--- src/pcfc_pkg.sv ---
// Package for the pixel channel format converter: shared types, register
// indexes, channel numbering and the small scaling helper functions.
// No dependencies.
package pcfc_pkg;

  localparam int NUM_CH = 3;

  // Channel numbering matches the byte position in a 0xRRGGBB color.
  localparam int CH_BLUE  = 0;
  localparam int CH_GREEN = 1;
  localparam int CH_RED   = 2;

  // Configuration register indexes.
  localparam logic [2:0] REG_RED_OFFSET     = 3'd0;
  localparam logic [2:0] REG_RED_WIDTH      = 3'd1;
  localparam logic [2:0] REG_GREEN_OFFSET   = 3'd2;
  localparam logic [2:0] REG_GREEN_WIDTH    = 3'd3;
  localparam logic [2:0] REG_BLUE_OFFSET    = 3'd4;
  localparam logic [2:0] REG_BLUE_WIDTH     = 3'd5;
  localparam logic [2:0] REG_PIXEL_IS_32BIT = 3'd6;

  localparam logic CMD_PACK   = 1'b0;
  localparam logic CMD_UNPACK = 1'b1;

  localparam int X_W     = 15;  // dividend width, max 32512
  localparam int DW_W    = 4;   // divisor code: divisor = 2^code - 1
  localparam int RECIP_W = 17;  // floor(2^16 / divisor)
  localparam int QE_W    = 16;

  typedef struct packed {
    logic [NUM_CH-1:0][4:0] off;
    logic [NUM_CH-1:0][4:0] wid;
    logic                   is32;
  } pcfc_cfg_t;

  typedef struct packed {
    logic [NUM_CH-1:0][4:0] off;
    logic [NUM_CH-1:0][3:0] wid;
    logic                   fallback;
    logic                   is32;
  } pcfc_layout_t;

  // Per-channel operands for the divide lane.
  typedef struct packed {
    logic [X_W-1:0]  x;
    logic [DW_W-1:0] dw;
  } pcfc_lane_t;

  // Control that rides along with the divide lanes to the output stage.
  typedef struct packed {
    logic                   cmd;
    logic [NUM_CH-1:0][4:0] off;
    logic                   fallback;
    logic                   is32;
  } pcfc_place_t;

  // All-ones mask of w bits, w in 1..8.
  function automatic logic [7:0] field_ones(logic [3:0] w);
    logic [8:0] t;
    t = (9'd1 << w) - 9'd1;
    return t[7:0];
  endfunction

  // floor(65536 / (2^dw - 1)).
  function automatic logic [RECIP_W-1:0] recip(logic [DW_W-1:0] dw);
    logic [RECIP_W-1:0] r;
    case (dw)
      4'd2:    r = 17'd21845;
      4'd3:    r = 17'd9362;
      4'd4:    r = 17'd4369;
      4'd5:    r = 17'd2114;
      4'd6:    r = 17'd1040;
      4'd7:    r = 17'd516;
      4'd8:    r = 17'd257;
      default: r = 17'd65536;
    endcase
    return r;
  endfunction

  // Build the dividend and divisor code for one channel.
  // pack:   (v * ones + 127) / 255, bypass at width 8
  // unpack: (raw * 255 + ones/2) / ones, bypass at width 8
  function automatic pcfc_lane_t lane_prep(logic cmd, logic [7:0] chan_byte,
                                           logic [7:0] field_raw, logic [3:0] w);
    pcfc_lane_t l;
    logic [7:0]  ones;
    logic [15:0] t;
    ones = field_ones(w);
    if (w == 4'd8) begin
      l.x  = X_W'((cmd == CMD_PACK) ? chan_byte : field_raw);
      l.dw = 4'd1;
    end else if (cmd == CMD_PACK) begin
      t    = (16'(chan_byte) << w) - 16'(chan_byte) + 16'd127;
      l.x  = t[X_W-1:0];
      l.dw = 4'd8;
    end else begin
      t    = (16'(field_raw) << 8) - 16'(field_raw) + 16'(ones >> 1);
      l.x  = t[X_W-1:0];
      l.dw = w;
    end
    return l;
  endfunction

endpackage

--- src/pcfc_ifs.sv ---
// Valid/ready stream interfaces for the pixel channel format converter.
// No dependencies.
interface pcfc_in_if;
  logic        valid;
  logic        ready;
  logic        command;
  logic [31:0] pixel_value;

  modport source (output valid, output command, output pixel_value, input ready);
  modport sink   (input valid, input command, input pixel_value, output ready);
endinterface

interface pcfc_out_if;
  logic        valid;
  logic        ready;
  logic [31:0] converted;
  logic        layout_fallback;

  modport source (output valid, output converted, output layout_fallback, input ready);
  modport sink   (input valid, input converted, input layout_fallback, output ready);
endinterface

--- src/pixel_channel_format_convert.sv ---
// Top level of the pixel channel format converter.
// Depends on pcfc_pkg, pcfc_ifs, pcfc_layout and pcfc_scale.
//
// Converts one pixel per clock between a logical 0xRRGGBB color and a
// framebuffer word with configurable red/green/blue field offsets and
// widths (command 0 packs, command 1 unpacks), with rounding in both
// directions. Throughput is one transfer per cycle while out ready is
// high; a low out ready stalls the pipe in place. The six register
// stages are input capture, layout check, field extract and dividend
// setup, reciprocal multiply, quotient correction, and field placement
// into the output register. The input transfer edge loads the first
// stage, and out valid rises once the pixel has reached the output
// register. An invalid layout (zero or oversized width, field past the
// pixel width, overlapping fields) falls back to 8:8:8 at 16/8/0 and sets
// layout_fallback. In 24-bit mode the top byte is ignored on unpack and
// zero on pack. Registers are written through cfg_we/cfg_index/cfg_wdata
// and must only change while no pixel is in flight.
module pixel_channel_format_convert (
  input  logic             clk,
  input  logic             rst_n,
  pcfc_in_if.sink          in_ch,
  pcfc_out_if.source       out_ch,
  input  logic             cfg_we,
  input  logic [2:0]       cfg_index,
  input  logic [4:0]       cfg_wdata
);
  import pcfc_pkg::*;

  localparam int NSTG = 6;

  // config registers
  pcfc_cfg_t cfg_r;

  // stage valids and the ready chain; rdy[k] loads stage k
  logic [NSTG:1]   vld_r;
  logic [NSTG+1:1] rdy;

  // stage 1: captured input
  logic        s1_cmd_r;
  logic [31:0] s1_px_r;

  // stage 2: layout resolved, word masked to pixel size
  pcfc_layout_t s2_lay_r;
  logic         s2_cmd_r;
  logic [31:0]  s2_px_r;
  pcfc_layout_t lay_nxt;

  // stage 3: divide operands per channel
  pcfc_lane_t [NUM_CH-1:0] s3_lane_r;
  pcfc_lane_t [NUM_CH-1:0] lane_nxt;
  pcfc_place_t             s3_pl_r;
  pcfc_place_t             s4_pl_r;
  pcfc_place_t             s5_pl_r;

  // stage 5 quotients come out of the lanes
  logic [NUM_CH-1:0][7:0] q;

  // stage 6: output register
  logic [31:0] out_conv_r;
  logic        out_fb_r;
  logic [31:0] conv_nxt;

  // ---------------------------------------------------------------------
  // Configuration writes; indexes past the list are ignored.
  always_ff @(posedge clk) begin
    if (!rst_n) begin
      cfg_r.off[CH_RED]   <= 5'd16;
      cfg_r.wid[CH_RED]   <= 5'd8;
      cfg_r.off[CH_GREEN] <= 5'd8;
      cfg_r.wid[CH_GREEN] <= 5'd8;
      cfg_r.off[CH_BLUE]  <= 5'd0;
      cfg_r.wid[CH_BLUE]  <= 5'd8;
      cfg_r.is32          <= 1'b1;
    end else if (cfg_we) begin
      unique case (cfg_index)
        REG_RED_OFFSET:     cfg_r.off[CH_RED]   <= cfg_wdata;
        REG_RED_WIDTH:      cfg_r.wid[CH_RED]   <= cfg_wdata;
        REG_GREEN_OFFSET:   cfg_r.off[CH_GREEN] <= cfg_wdata;
        REG_GREEN_WIDTH:    cfg_r.wid[CH_GREEN] <= cfg_wdata;
        REG_BLUE_OFFSET:    cfg_r.off[CH_BLUE]  <= cfg_wdata;
        REG_BLUE_WIDTH:     cfg_r.wid[CH_BLUE]  <= cfg_wdata;
        REG_PIXEL_IS_32BIT: cfg_r.is32          <= cfg_wdata[0];
        default: ;
      endcase
    end
  end

  // ---------------------------------------------------------------------
  // Pipeline flow control: a stage loads when it is empty or its
  // successor loads, so bubbles collapse and a full pipe stalls in place.
  always_comb begin
    rdy[NSTG+1] = out_ch.ready;
    for (int k = NSTG; k >= 1; k--) begin
      rdy[k] = !vld_r[k] || rdy[k+1];
    end
  end

  assign in_ch.ready = rdy[1];

  always_ff @(posedge clk) begin
    if (!rst_n) begin
      vld_r <= '0;
    end else begin
      if (rdy[1]) vld_r[1] <= in_ch.valid;
      for (int k = 2; k <= NSTG; k++) begin
        if (rdy[k]) vld_r[k] <= vld_r[k-1];
      end
    end
  end

  // ---------------------------------------------------------------------
  // Stage 1: capture the transfer.
  always_ff @(posedge clk) begin
    if (rdy[1]) begin
      s1_cmd_r <= in_ch.command;
      s1_px_r  <= in_ch.pixel_value;
    end
  end

  // Stage 2: layout check against the (static) config registers.
  pcfc_layout u_layout (
    .cfg    (cfg_r),
    .layout (lay_nxt)
  );

  always_ff @(posedge clk) begin
    if (rdy[2]) begin
      s2_lay_r <= lay_nxt;
      s2_cmd_r <= s1_cmd_r;
      s2_px_r  <= cfg_r.is32 ? s1_px_r : {8'h00, s1_px_r[23:0]};
    end
  end

  // Stage 3: pick out each channel and form the dividend.
  always_comb begin
    logic [31:0] shifted;
    for (int c = 0; c < NUM_CH; c++) begin
      shifted     = s2_px_r >> s2_lay_r.off[c];
      lane_nxt[c] = lane_prep(s2_cmd_r, s2_px_r[c*8 +: 8],
                              shifted[7:0] & field_ones(s2_lay_r.wid[c]),
                              s2_lay_r.wid[c]);
    end
  end

  always_ff @(posedge clk) begin
    if (rdy[3]) begin
      s3_lane_r        <= lane_nxt;
      s3_pl_r.cmd      <= s2_cmd_r;
      s3_pl_r.off      <= s2_lay_r.off;
      s3_pl_r.fallback <= s2_lay_r.fallback;
      s3_pl_r.is32     <= s2_lay_r.is32;
    end
  end

  // Stages 4 and 5: divide lanes, control rides alongside.
  for (genvar c = 0; c < NUM_CH; c++) begin : g_lane
    pcfc_scale u_scale (
      .clk     (clk),
      .en_mul  (rdy[4]),
      .en_fix  (rdy[5]),
      .lane_in (s3_lane_r[c]),
      .q       (q[c])
    );
  end

  always_ff @(posedge clk) begin
    if (rdy[4]) s4_pl_r <= s3_pl_r;
    if (rdy[5]) s5_pl_r <= s4_pl_r;
  end

  // Stage 6: place fields (pack) or assemble 0x00RRGGBB (unpack).
  always_comb begin
    if (s5_pl_r.cmd == CMD_PACK) begin
      conv_nxt = '0;
      for (int c = 0; c < NUM_CH; c++) begin
        conv_nxt = conv_nxt | (32'(q[c]) << s5_pl_r.off[c]);
      end
      if (!s5_pl_r.is32) conv_nxt[31:24] = 8'h00;
    end else begin
      conv_nxt = {8'h00, q[CH_RED], q[CH_GREEN], q[CH_BLUE]};
    end
  end

  always_ff @(posedge clk) begin
    if (rdy[6]) begin
      out_conv_r <= conv_nxt;
      out_fb_r   <= s5_pl_r.fallback;
    end
  end

  assign out_ch.valid           = vld_r[NSTG];
  assign out_ch.converted       = out_conv_r;
  assign out_ch.layout_fallback = out_fb_r;

endmodule

--- src/pcfc_layout.sv ---
// Layout checker: validates the configured field layout and substitutes
// 8:8:8 at 16/8/0 when it is invalid. Depends on pcfc_pkg.
module pcfc_layout (
  input  pcfc_pkg::pcfc_cfg_t    cfg,
  output pcfc_pkg::pcfc_layout_t layout
);
  import pcfc_pkg::*;

  logic [5:0]                bpp;
  logic [NUM_CH-1:0][31:0]   mask;
  logic [NUM_CH-1:0]         fld_ok;
  logic                      ok;

  assign bpp = cfg.is32 ? 6'd32 : 6'd24;

  always_comb begin
    for (int c = 0; c < NUM_CH; c++) begin
      fld_ok[c] = (cfg.wid[c] != 5'd0) && (cfg.wid[c] <= 5'd8) &&
                  ((6'(cfg.off[c]) + 6'(cfg.wid[c])) <= bpp);
      mask[c]   = 32'(field_ones(cfg.wid[c][3:0])) << cfg.off[c];
    end
  end

  assign ok = (&fld_ok) &&
              ((mask[CH_RED] & mask[CH_GREEN]) == 32'd0) &&
              ((mask[CH_RED] & mask[CH_BLUE]) == 32'd0) &&
              ((mask[CH_GREEN] & mask[CH_BLUE]) == 32'd0);

  always_comb begin
    layout.fallback = !ok;
    layout.is32     = cfg.is32;
    for (int c = 0; c < NUM_CH; c++) begin
      layout.off[c] = ok ? cfg.off[c] : 5'(c * 8);
      layout.wid[c] = ok ? cfg.wid[c][3:0] : 4'd8;
    end
  end

endmodule

--- src/pcfc_scale.sv ---
// Divide lane: x / (2^dw - 1) by reciprocal multiply plus one correction
// step, two register stages. Depends on pcfc_pkg.
module pcfc_scale (
  input  logic                 clk,
  input  logic                 en_mul,
  input  logic                 en_fix,
  input  pcfc_pkg::pcfc_lane_t lane_in,
  output logic [7:0]           q
);
  import pcfc_pkg::*;

  logic [X_W-1:0]  x_r;
  logic [DW_W-1:0] dw_r;
  logic [QE_W-1:0] qe_r;
  logic [7:0]      q_r;

  logic [31:0]     prod;
  logic [7:0]      d;
  logic [23:0]     qd;
  logic [23:0]     rem;
  logic [QE_W-1:0] q_nxt;

  // estimate never exceeds the true quotient and is at most one below it
  assign prod = 32'(lane_in.x) * 32'(recip(lane_in.dw));

  assign d     = field_ones(dw_r);
  assign qd    = 24'(qe_r) * 24'(d);
  assign rem   = 24'(x_r) - qd;
  assign q_nxt = (rem >= 24'(d)) ? qe_r + 16'd1 : qe_r;

  always_ff @(posedge clk) begin
    if (en_mul) begin
      x_r  <= lane_in.x;
      dw_r <= lane_in.dw;
      qe_r <= prod[31:16];
    end
    if (en_fix) begin
      q_r <= q_nxt[7:0];
    end
  end

  assign q = q_r;

endmodule

--- src/flat_wrapper.sv ---
// flat-port wrapper written by rule: the top's interface ports become plain ports
module pixel_channel_format_convert_flat import pcfc_pkg::*;
  (clk, rst_n, cfg_we, cfg_index, cfg_wdata, in_ch_valid, in_ch_command, in_ch_pixel_value, in_ch_ready, out_ch_valid, out_ch_converted, out_ch_layout_fallback, out_ch_ready);
  pcfc_in_if in_ch_i ();
  pcfc_out_if out_ch_i ();
  input  logic clk;
  input  logic rst_n;
  input  logic cfg_we;
  input  logic [2:0] cfg_index;
  input  logic [4:0] cfg_wdata;
  input wire logic [$bits(in_ch_i.valid)-1:0] in_ch_valid;
  input wire logic [$bits(in_ch_i.command)-1:0] in_ch_command;
  input wire logic [$bits(in_ch_i.pixel_value)-1:0] in_ch_pixel_value;
  output wire logic [$bits(in_ch_i.ready)-1:0] in_ch_ready;
  output wire logic [$bits(out_ch_i.valid)-1:0] out_ch_valid;
  output wire logic [$bits(out_ch_i.converted)-1:0] out_ch_converted;
  output wire logic [$bits(out_ch_i.layout_fallback)-1:0] out_ch_layout_fallback;
  input wire logic [$bits(out_ch_i.ready)-1:0] out_ch_ready;
  assign in_ch_i.valid = in_ch_valid;
  assign in_ch_i.command = in_ch_command;
  assign in_ch_i.pixel_value = in_ch_pixel_value;
  assign in_ch_ready = in_ch_i.ready;
  assign out_ch_valid = out_ch_i.valid;
  assign out_ch_converted = out_ch_i.converted;
  assign out_ch_layout_fallback = out_ch_i.layout_fallback;
  assign out_ch_i.ready = out_ch_ready;
  pixel_channel_format_convert u_core (.clk(clk), .rst_n(rst_n), .in_ch(in_ch_i), .out_ch(out_ch_i), .cfg_we(cfg_we), .cfg_index(cfg_index), .cfg_wdata(cfg_wdata));
endmodule
--- config.mk ---
export PLATFORM = sky130hd
export DESIGN_NAME = pixel_channel_format_convert_flat
export DESIGN_NICKNAME = d
export VERILOG_FILES = /design/src/pcfc_pkg.sv /design/src/pcfc_ifs.sv /design/src/pixel_channel_format_convert.sv /design/src/pcfc_layout.sv /design/src/pcfc_scale.sv /design/src/flat_wrapper.sv
export SDC_FILE = /design/constraint.sdc
export NUM_CORES = 2
export LEC_CHECK = 0
export CAP_MARGIN = 15
export CORE_ASPECT_RATIO = 0.75
export CORE_MARGIN = 8
export CORE_UTILIZATION = 50
export CTS_CLUSTER_SIZE = 8
export DETAILED_ROUTE_END_ITERATION = 12
export DONT_BUFFER_PORTS = 1
export SYNTH_ARGS = -nofsm -noshare
export SYNTH_HDL_FRONTEND = slang
export SYNTH_HIERARCHICAL = 1
export SYNTH_SLANG_ARGS = --single-unit
--- constraint.sdc ---
create_clock -name clk -period 11.48 [get_ports clk]
set_clock_uncertainty 0.2 [all_clocks]
set_input_delay 0.574 -clock clk [delete_from_list [all_inputs] [get_ports clk]]
set_output_delay 0.574 -clock clk [all_outputs]
set_load 0.02 [all_outputs]
# --- After elaboration in Yosys (flattened, before gate mapping) ---
# Index checks and enable logic that the tools add are counted.
word_totals:
  reg_bits: 405
  inputBits: 46
  out_inout_bits: 35
  word_cells: 232
op_classes:
  n_addsub: 30
  multipliers: 6
  magnitude_cmp: 9
  eq_ne: 30
  n_shift: 21
  muxes: 17
  bitwise: 10
  n_reduce_logical: 41
ops:
  columns: ["cell", "count"]
  rows:
  - ["$pmux 17 s7", 3]
  - ["$shl 8x5->32", 6]
  - ["$mux 19", 6]
  - ["$and 32x32->32", 3]
  - ["$logic_not 32->1", 3]
  - ["$mul 15x17->32", 3]
  - ["$shr 32x5->8", 3]
  - ["$sub 15x8->15", 6]
  - ["$ge 24x8->1", 3]
  - ["$mul 16x8->24", 3]
  - ["$shl 1x4->8 const A", 9]
  - ["$sub 15x24->24", 3]
  - ["$sub 8x1->8 const B", 9]
  - ["$or 32x32->32", 2]
  - ["$eq 4x3->1 const B", 12]
  - ["$mux 8", 6]
  - ["$add 15x7->15", 3]
  - ["$add 15x7->15 const B", 3]
  - ["$shl 8x4->15", 3]
  - ["$add 8x1->8 const B", 3]
  - ["$and 8x8->8", 3]
  - ["$eq 4x2->1 const B", 6]
  - ["$eq 4x4->1 const B", 6]
  - ["$mux 24", 1]
  - ["16 further kinds", 56]

# --- Logic depth before layout (Yosys ltp) ---
logic_depth:
  word_depth: 9
  depth_mapped: 31
  ltp_nobuf: 29

# --- By module ---
# Netlist, hierarchy kept.
modules_own_cells:
  columns: ["module", "n_inst", "cells_per_inst", "area_per_inst_um2", "seq_area_each_um2"]
  rows:
  - ["pixel_channel_format_convert", 1, 2023, 20761.2, 7917.6]
  - ["pcfc_scale at u_core.g_lane[1].u_scale", 1, 1499, 13698.1, 1291.2]
  - ["pcfc_scale at u_core.g_lane[2].u_scale", 1, 1450, 13650.6, 1291.2]
  - ["pcfc_scale at u_core.g_lane[0].u_scale", 1, 1458, 13442.9, 1291.2]
  - ["pcfc_layout", 1, 772, 4820.9, 0.0]

# --- Least setup slack after synthesis ---
# OpenSTA, ideal clock, no wires.
synth_timing:
  path_type: "flip-flop to flip-flop"
  startpoint: "register u_core.g_lane[0].u_scale.dw_r[1]"
  endpoint: "register u_core.g_lane[0].u_scale.q_r[1], data pin"
  setup_ps: 260
  arrival_time_ps: 7505
  required_ps: 11020
  setup_slack_ps: 3515
  stages_incl_launch_ff: 28
  n_path_buf: 3
  synth_period_minus_slack_ps: 7965
  path_cell_list: "edfxtp_1 or2_0 or3_1 clkbuf_1 clkbuf_1 ha_1 nor3_1 a21oi_1 o21ai_0 and2_1 fa_1 fa_1 fa_1 fa_1 inv_1 ha_1 clkbuf_1 inv_1 xnor2_1 ha_1 a221o_1 a211o_1 or4_1 nor3_1 nand4_1 and4b_1 o2111ai_4 mux2_4"
synth_between:
  elab_chain_cells: 6
synth_rtl:
  columns: ["item", "line", "rtl"]
  rows:
  - ["start, declared", "pcfc_scale.sv:13", "logic [DW_W-1:0] dw_r;"]
  - ["start signal, assigned", "pcfc_scale.sv:34", "dw_r <= lane_in.dw;"]
  - ["$shl 1x4->8 *", "pcfc_pkg.sv:60", "t = (9'd1 << w) - 9'd1;"]
  - ["$sub 8x1->8 *", "pcfc_pkg.sv:60", null]
  - ["$mul 16x8->24", "pcfc_scale.sv:27", "assign qd = 24'(qe_r) * 24'(d);"]
  - ["$sub 15x24->24", "pcfc_scale.sv:28", "assign rem = 24'(x_r) - qd;"]
  - ["$ge 24x8->1 *", "pcfc_scale.sv:29", "assign q_nxt = (rem >= 24'(d)) ? qe_r + 16'd1 : qe_r;"]
  - ["$mux 8 *", "pcfc_scale.sv:29", null]
  - ["named net u_core.g_lane[0].u_scale.q_nxt[1]", "pcfc_scale.sv:21", "logic [QE_W-1:0] q_nxt;"]
  - ["end signal, assigned", "pcfc_scale.sv:38", "q_r <= q_nxt[7:0];"]
  - ["end, declared", "pcfc_scale.sv:15", "logic [7:0] q_r;"]
# The timed path passes the listed nets; every way through them passes the cells marked *.
# A chain may end at the register's enable or synchronous reset.

# --- Worst setup path after layout ---
layout_timing:
  startpoint: "register u_core.g_lane[1].u_scale.dw_r[3]"
  endpoint: "register u_core.g_lane[1].u_scale.q_r[1], data pin"
layout_between:
  elab_chain_cells: 6
layout_rtl:
  columns: ["item", "line"]
  rows:
  - ["start, declared", "pcfc_scale.sv:13"]
  - ["start signal, assigned", "pcfc_scale.sv:34"]
  - ["$shl 1x4->8 *", "pcfc_pkg.sv:60"]
  - ["$sub 8x1->8 *", "pcfc_pkg.sv:60"]
  - ["$mul 16x8->24", "pcfc_scale.sv:27"]
  - ["$sub 15x24->24", "pcfc_scale.sv:28"]
  - ["$ge 24x8->1 *", "pcfc_scale.sv:29"]
  - ["$mux 8 *", "pcfc_scale.sv:29"]
  - ["named net u_core.g_lane[1].u_scale.q_nxt[1]", "pcfc_scale.sv:21"]
  - ["end signal, assigned", "pcfc_scale.sv:38"]
  - ["end, declared", "pcfc_scale.sv:15"]
# Marks and branches as above.

==> summary.md <==
| Metric | Value |
|---|---|
| # hold bufs at CTS | `47` |
| Buf+Inv Stages, Crit Path | `0` |
| Final period util | `between 70% and 80%` |
| #FFs+latches synth | `between 400 and 500` |
| Die width | `437 µm` |
| Total number of vias | `~52,000` |
| CORE AREA | `about 130,000 µm²` |
| Leakage power total | `approximately 0.032 µW` |
| Peak VDD IR | `between 150 and 200 µV` |
| Setup crit end kind | `flip-flop` |
| Latest clock arrival within the worst-skew pair | `~0.68 ns` |
| Synth warn | `6` |
| Ys async rst share | `0%` |
| Total power | `7560 µW` |
| Hold slack | `0.0833 ns` |
| Initial Util | `50.5%` |
| Net count after synthesis | `about 8,700` |
| Critical path startpoint category | `flip-flop` |
| HPWL after DPL | `~150,000 µm` |
| Fill cells | `between 10,000 and 15,000` |
| Clock Pin Slew Worst Setup and Hold Paths | `about 0.050 ns` |
| Drt total wl | `approximately 190,000 µm` |
| Synth Cell Area | `between 60,000 and 70,000 µm²` |
| Pwr dens | `between 100 and 150 nW/µm²` |
| Std cell rows | `between 100 and 150` |
| Syn Inst Count | `7,202` |
| Post-CTS setup buffers | `0` |
| # DRC | `0` |
| WP data arrival | `approximately 9.0 ns` |
| Synth Flop Type | `edfxtp_1` |
| Max_cap viols | `0` |
| Worst slew margin | `approximately 28%` |
| IO Pins | `slightly above 80` |
| Leading cell type in the layout, fill and taps excluded | `inv_1` |
| Fin Setup TNS | `0 ns` |
| Reg power frac | `a little over a quarter` |
| Stages on worst setup path | `22` |
| Hold Vio Cnt, Final | `0` |
| DR iter-0 viols | `around 5,200` |
| Slowest cell on crit path | `ha_1` |
| Share of cells above drive strength 1 | `5.95%` |
| Die height | `between 300 and 400 µm` |
| CTS tree | `done` |
| CTS sink count | `about 400` |
| Count of pins over their slew limit | `0` |
| Via-per-instance ratio | `around 6` |
| GP Congestion | `just under 1` |
| Multi-input logic area | `49,000 µm²` |
| Most used cell, CP | `fa_1` |
| Total die area | `about 140,000 µm²` |
| WHS Path Cells | `3` |
| First-pass GRT wire length | `between 300,000 and 400,000 µm` |
| Int Pwr | `about 4300 µW` |
| Port-buffer cells | `0` |
| Min Tclk post-route | `just under 9 ns` |
| DRT Pass-1 Iters | `6` |
| Largest net degree at the start of global routing | `between 60 and 70` |
| Avg Inst Size Synth | `~9 µm²` |
| Crit-path max FO | `23` |
| Inst Count DP | `between 8,000 and 9,000` |
| CTS Root Cell | `clkbuf_16` |
| Vias in the first global route | `between 50,000 and 60,000` |
| Outcome | `completed` |
| Layout Nets | `about 8,500` |
| H-tree depth | `2` |
| RSZ-0062 raised after global routing | `false` |
| Initial antenna violation count | `7` |
| P&R area growth vs syn | `5.24%` |
| NetSw | `~3300 µW` |
| Crit path cell chain | `or2_2 -> or3_1 -> ha_1 -> nand2b_1 -> fa_1 -> fa_1 -> fa_1 -> fa_1 -> ha_1 -> nand3_1 -> a2111oi_0 -> nor2_1 -> xnor2_1 -> ha_1 -> and3_1 -> nand4_1 -> nand4b_1 -> nor4_1 -> o2111ai_1 -> nor4_4 -> nand2_2 -> mux2_4` |
| Top Family by Delay on Critical Path | `adder cells` |
| Final Core Density | `between 50% and 60%` |
| Most frequent cells in the layout | `1,071 x inv_1, 750 x fa_1, 663 x ha_1` |
| HP Class | `in2reg` |
| Comb pwr share | `52.5%` |
| Fin cells | `just under 9,000` |
| Worst reg2reg path depth | `22` |
| CP required | `roughly 12 ns` |
| Routed wire per std cell | `approximately 22 µm` |
| Max stage delay on crit path | `~0.72 ns` |
| Seq. cell area | `11,800 µm²` |
| Clock power frac | `21.5%` |
| GRT Total Usage | `between 20% and 30%` |
| Clk buf depth | `3` |
| Critical path class | `reg2reg` |
| Number of flops mapped to enable cells by yosys | `approximately 370` |
| FMAX | `113 MHz` |
| Setup-failing EPs final | `0` |
| Post-synthesis sequential area ratio | `17.8%` |
| Sw frac | `43.0%` |
| Total gr overflow | `0` |
| Routed Antenna Nets | `0` |
| Worst-Margin Slew | `1.09 ns` |
| Count of cell types in the netlist | `127` |
| Total CTS buffers | `a little under 60` |
| Post-CTS sizing | `0` |
==> layer usage <==
metal  track usage [%]  vias to the layer above  part of all wire, %
met2              37.4                     2307                   41
met3              4.62                      248                  9.1
met5                 0                        -                    0
li1                  -                    23993                    -
met1              41.0                    25628                   48
met4              4.99                        0                  1.8
==> area by class of cell <==
cell class                      instances  share of cell area (%)
Antenna cell                            3                  0.0107
Clock buffer                           77                    2.21
Clock inverter                         11                   0.219
Inverter                             1082                    5.82
Multi-Input combinational cell       5333                    70.1
Sequential cell                       405                    16.9
Tap cell                             1755                    3.14
Timing Repair Buffer                  131                    1.59
==> power by group through the flow <==
stage	sequential (µW)	combinational [µW]	clock [µW]
after global placement	1990	3840	0
after floorplan	1820	3110	0
after detailed placement	1990	3880	0
after global routing	1970	4390	1730
final	1970	3970	1630
after CTS	1960	3920	1680
==> state kept, by name (all words and copies together), names as in the netlist, 24 cells and up <==
| name | flops |
|---|---|
| u_core/cfg_r | 31 |
| u_core/g_lane.u_scale/q | 24 |
| u_core/g_lane.u_scale/qe_r | 48 |
| u_core/g_lane.u_scale/x_r | 45 |
| u_core/out_ch.converted | 32 |
| u_core/s1_px_r | 32 |
| u_core/s2_lay_r | 29 |
| u_core/s2_px_r | 32 |
| u_core/s3_lane_r | 57 |
==> through the flow <==
stage	area (µm²)	worst slack [ns]
after floorplan	66400	3.51
after global placement	67700	2.77
after detailed placement	67700	2.70
after CTS	69800	2.71
after global routing	69800	2.21
final	69900	2.64
==> synth_stat cells (37+ instances only) <==
library cell  count  area (µm²)
inv_1          1074        4030
fa_1            750       15000
ha_1            663        8300
nand2_1         625        2350
nor2_1          413        1550
edfxtp_1        368       11100
and2_1          342        2140
clkbuf_1        305        1140
a21oi_1         281        1410
nor2b_1         239        1500
o21ai_0         201        1010
xnor2_1         138        1210
nor3_1          126         631
mux2i_1         124        1240
mux4_2          117        2640
nand2b_1        107         669
nand3_1         103         515
a21o_1           71         533
xor2_1           69         604
o22ai_1          59         369
a211oi_1         58         435
a31oi_1          47         294
and3_1           46         288
nand4_1          45         282
o21a_1           45         338
o211ai_1         44         330
or3_1            40         250
buf_2            39         195
a22oi_1          38         285
dfxtp_1          37         741
==> kinds of logic (layout without fill, tap and decap cells) <==
group,count (synthesis),count (layout),synth area share (%)
XOR/XNOR,207,207,2.73
flip-flops,405,405,17.8
buffers and inverters,1464,1301,8.52
AND/OR/NAND/NOR,2274,2274,17.6
AO/OA/AOI/OAI,1162,1162,11.8
multiplexers,275,275,6.43
other,0,3,0
adder cells (fa/ha/maj),1415,1415,35.1
==> worst paths after layout <==
path                                              startpoint                                 endpoint  slack [ns]
hold reg to reg                 u_core/s4_pl_r[13]$_DFFE_PP_             u_core/s5_pl_r[13]$_DFFE_PP_        0.17
setup / recovery  u_core/g_lane[1].u_scale/dw_r[3]$_DFFE_PP_  u_core/g_lane[1].u_scale/q[1]$_DFFE_PP_        2.64
hold / removal                                  cfg_index[0]            u_core/cfg_r[25]$_SDFFE_PN0P_        0.08
setup reg to reg  u_core/g_lane[1].u_scale/dw_r[3]$_DFFE_PP_  u_core/g_lane[1].u_scale/q[1]$_DFFE_PP_        2.64
==> tightest hold or removal path, delay by kind of cell <==
| family | cells | cell delay [ns] |
|---|---|---|
| multiplexers | 1 | 0.18 |
| AND/OR/NAND/NOR | 2 | 0.16 |
Note: power is estimated with default switching activity, not from simulation.
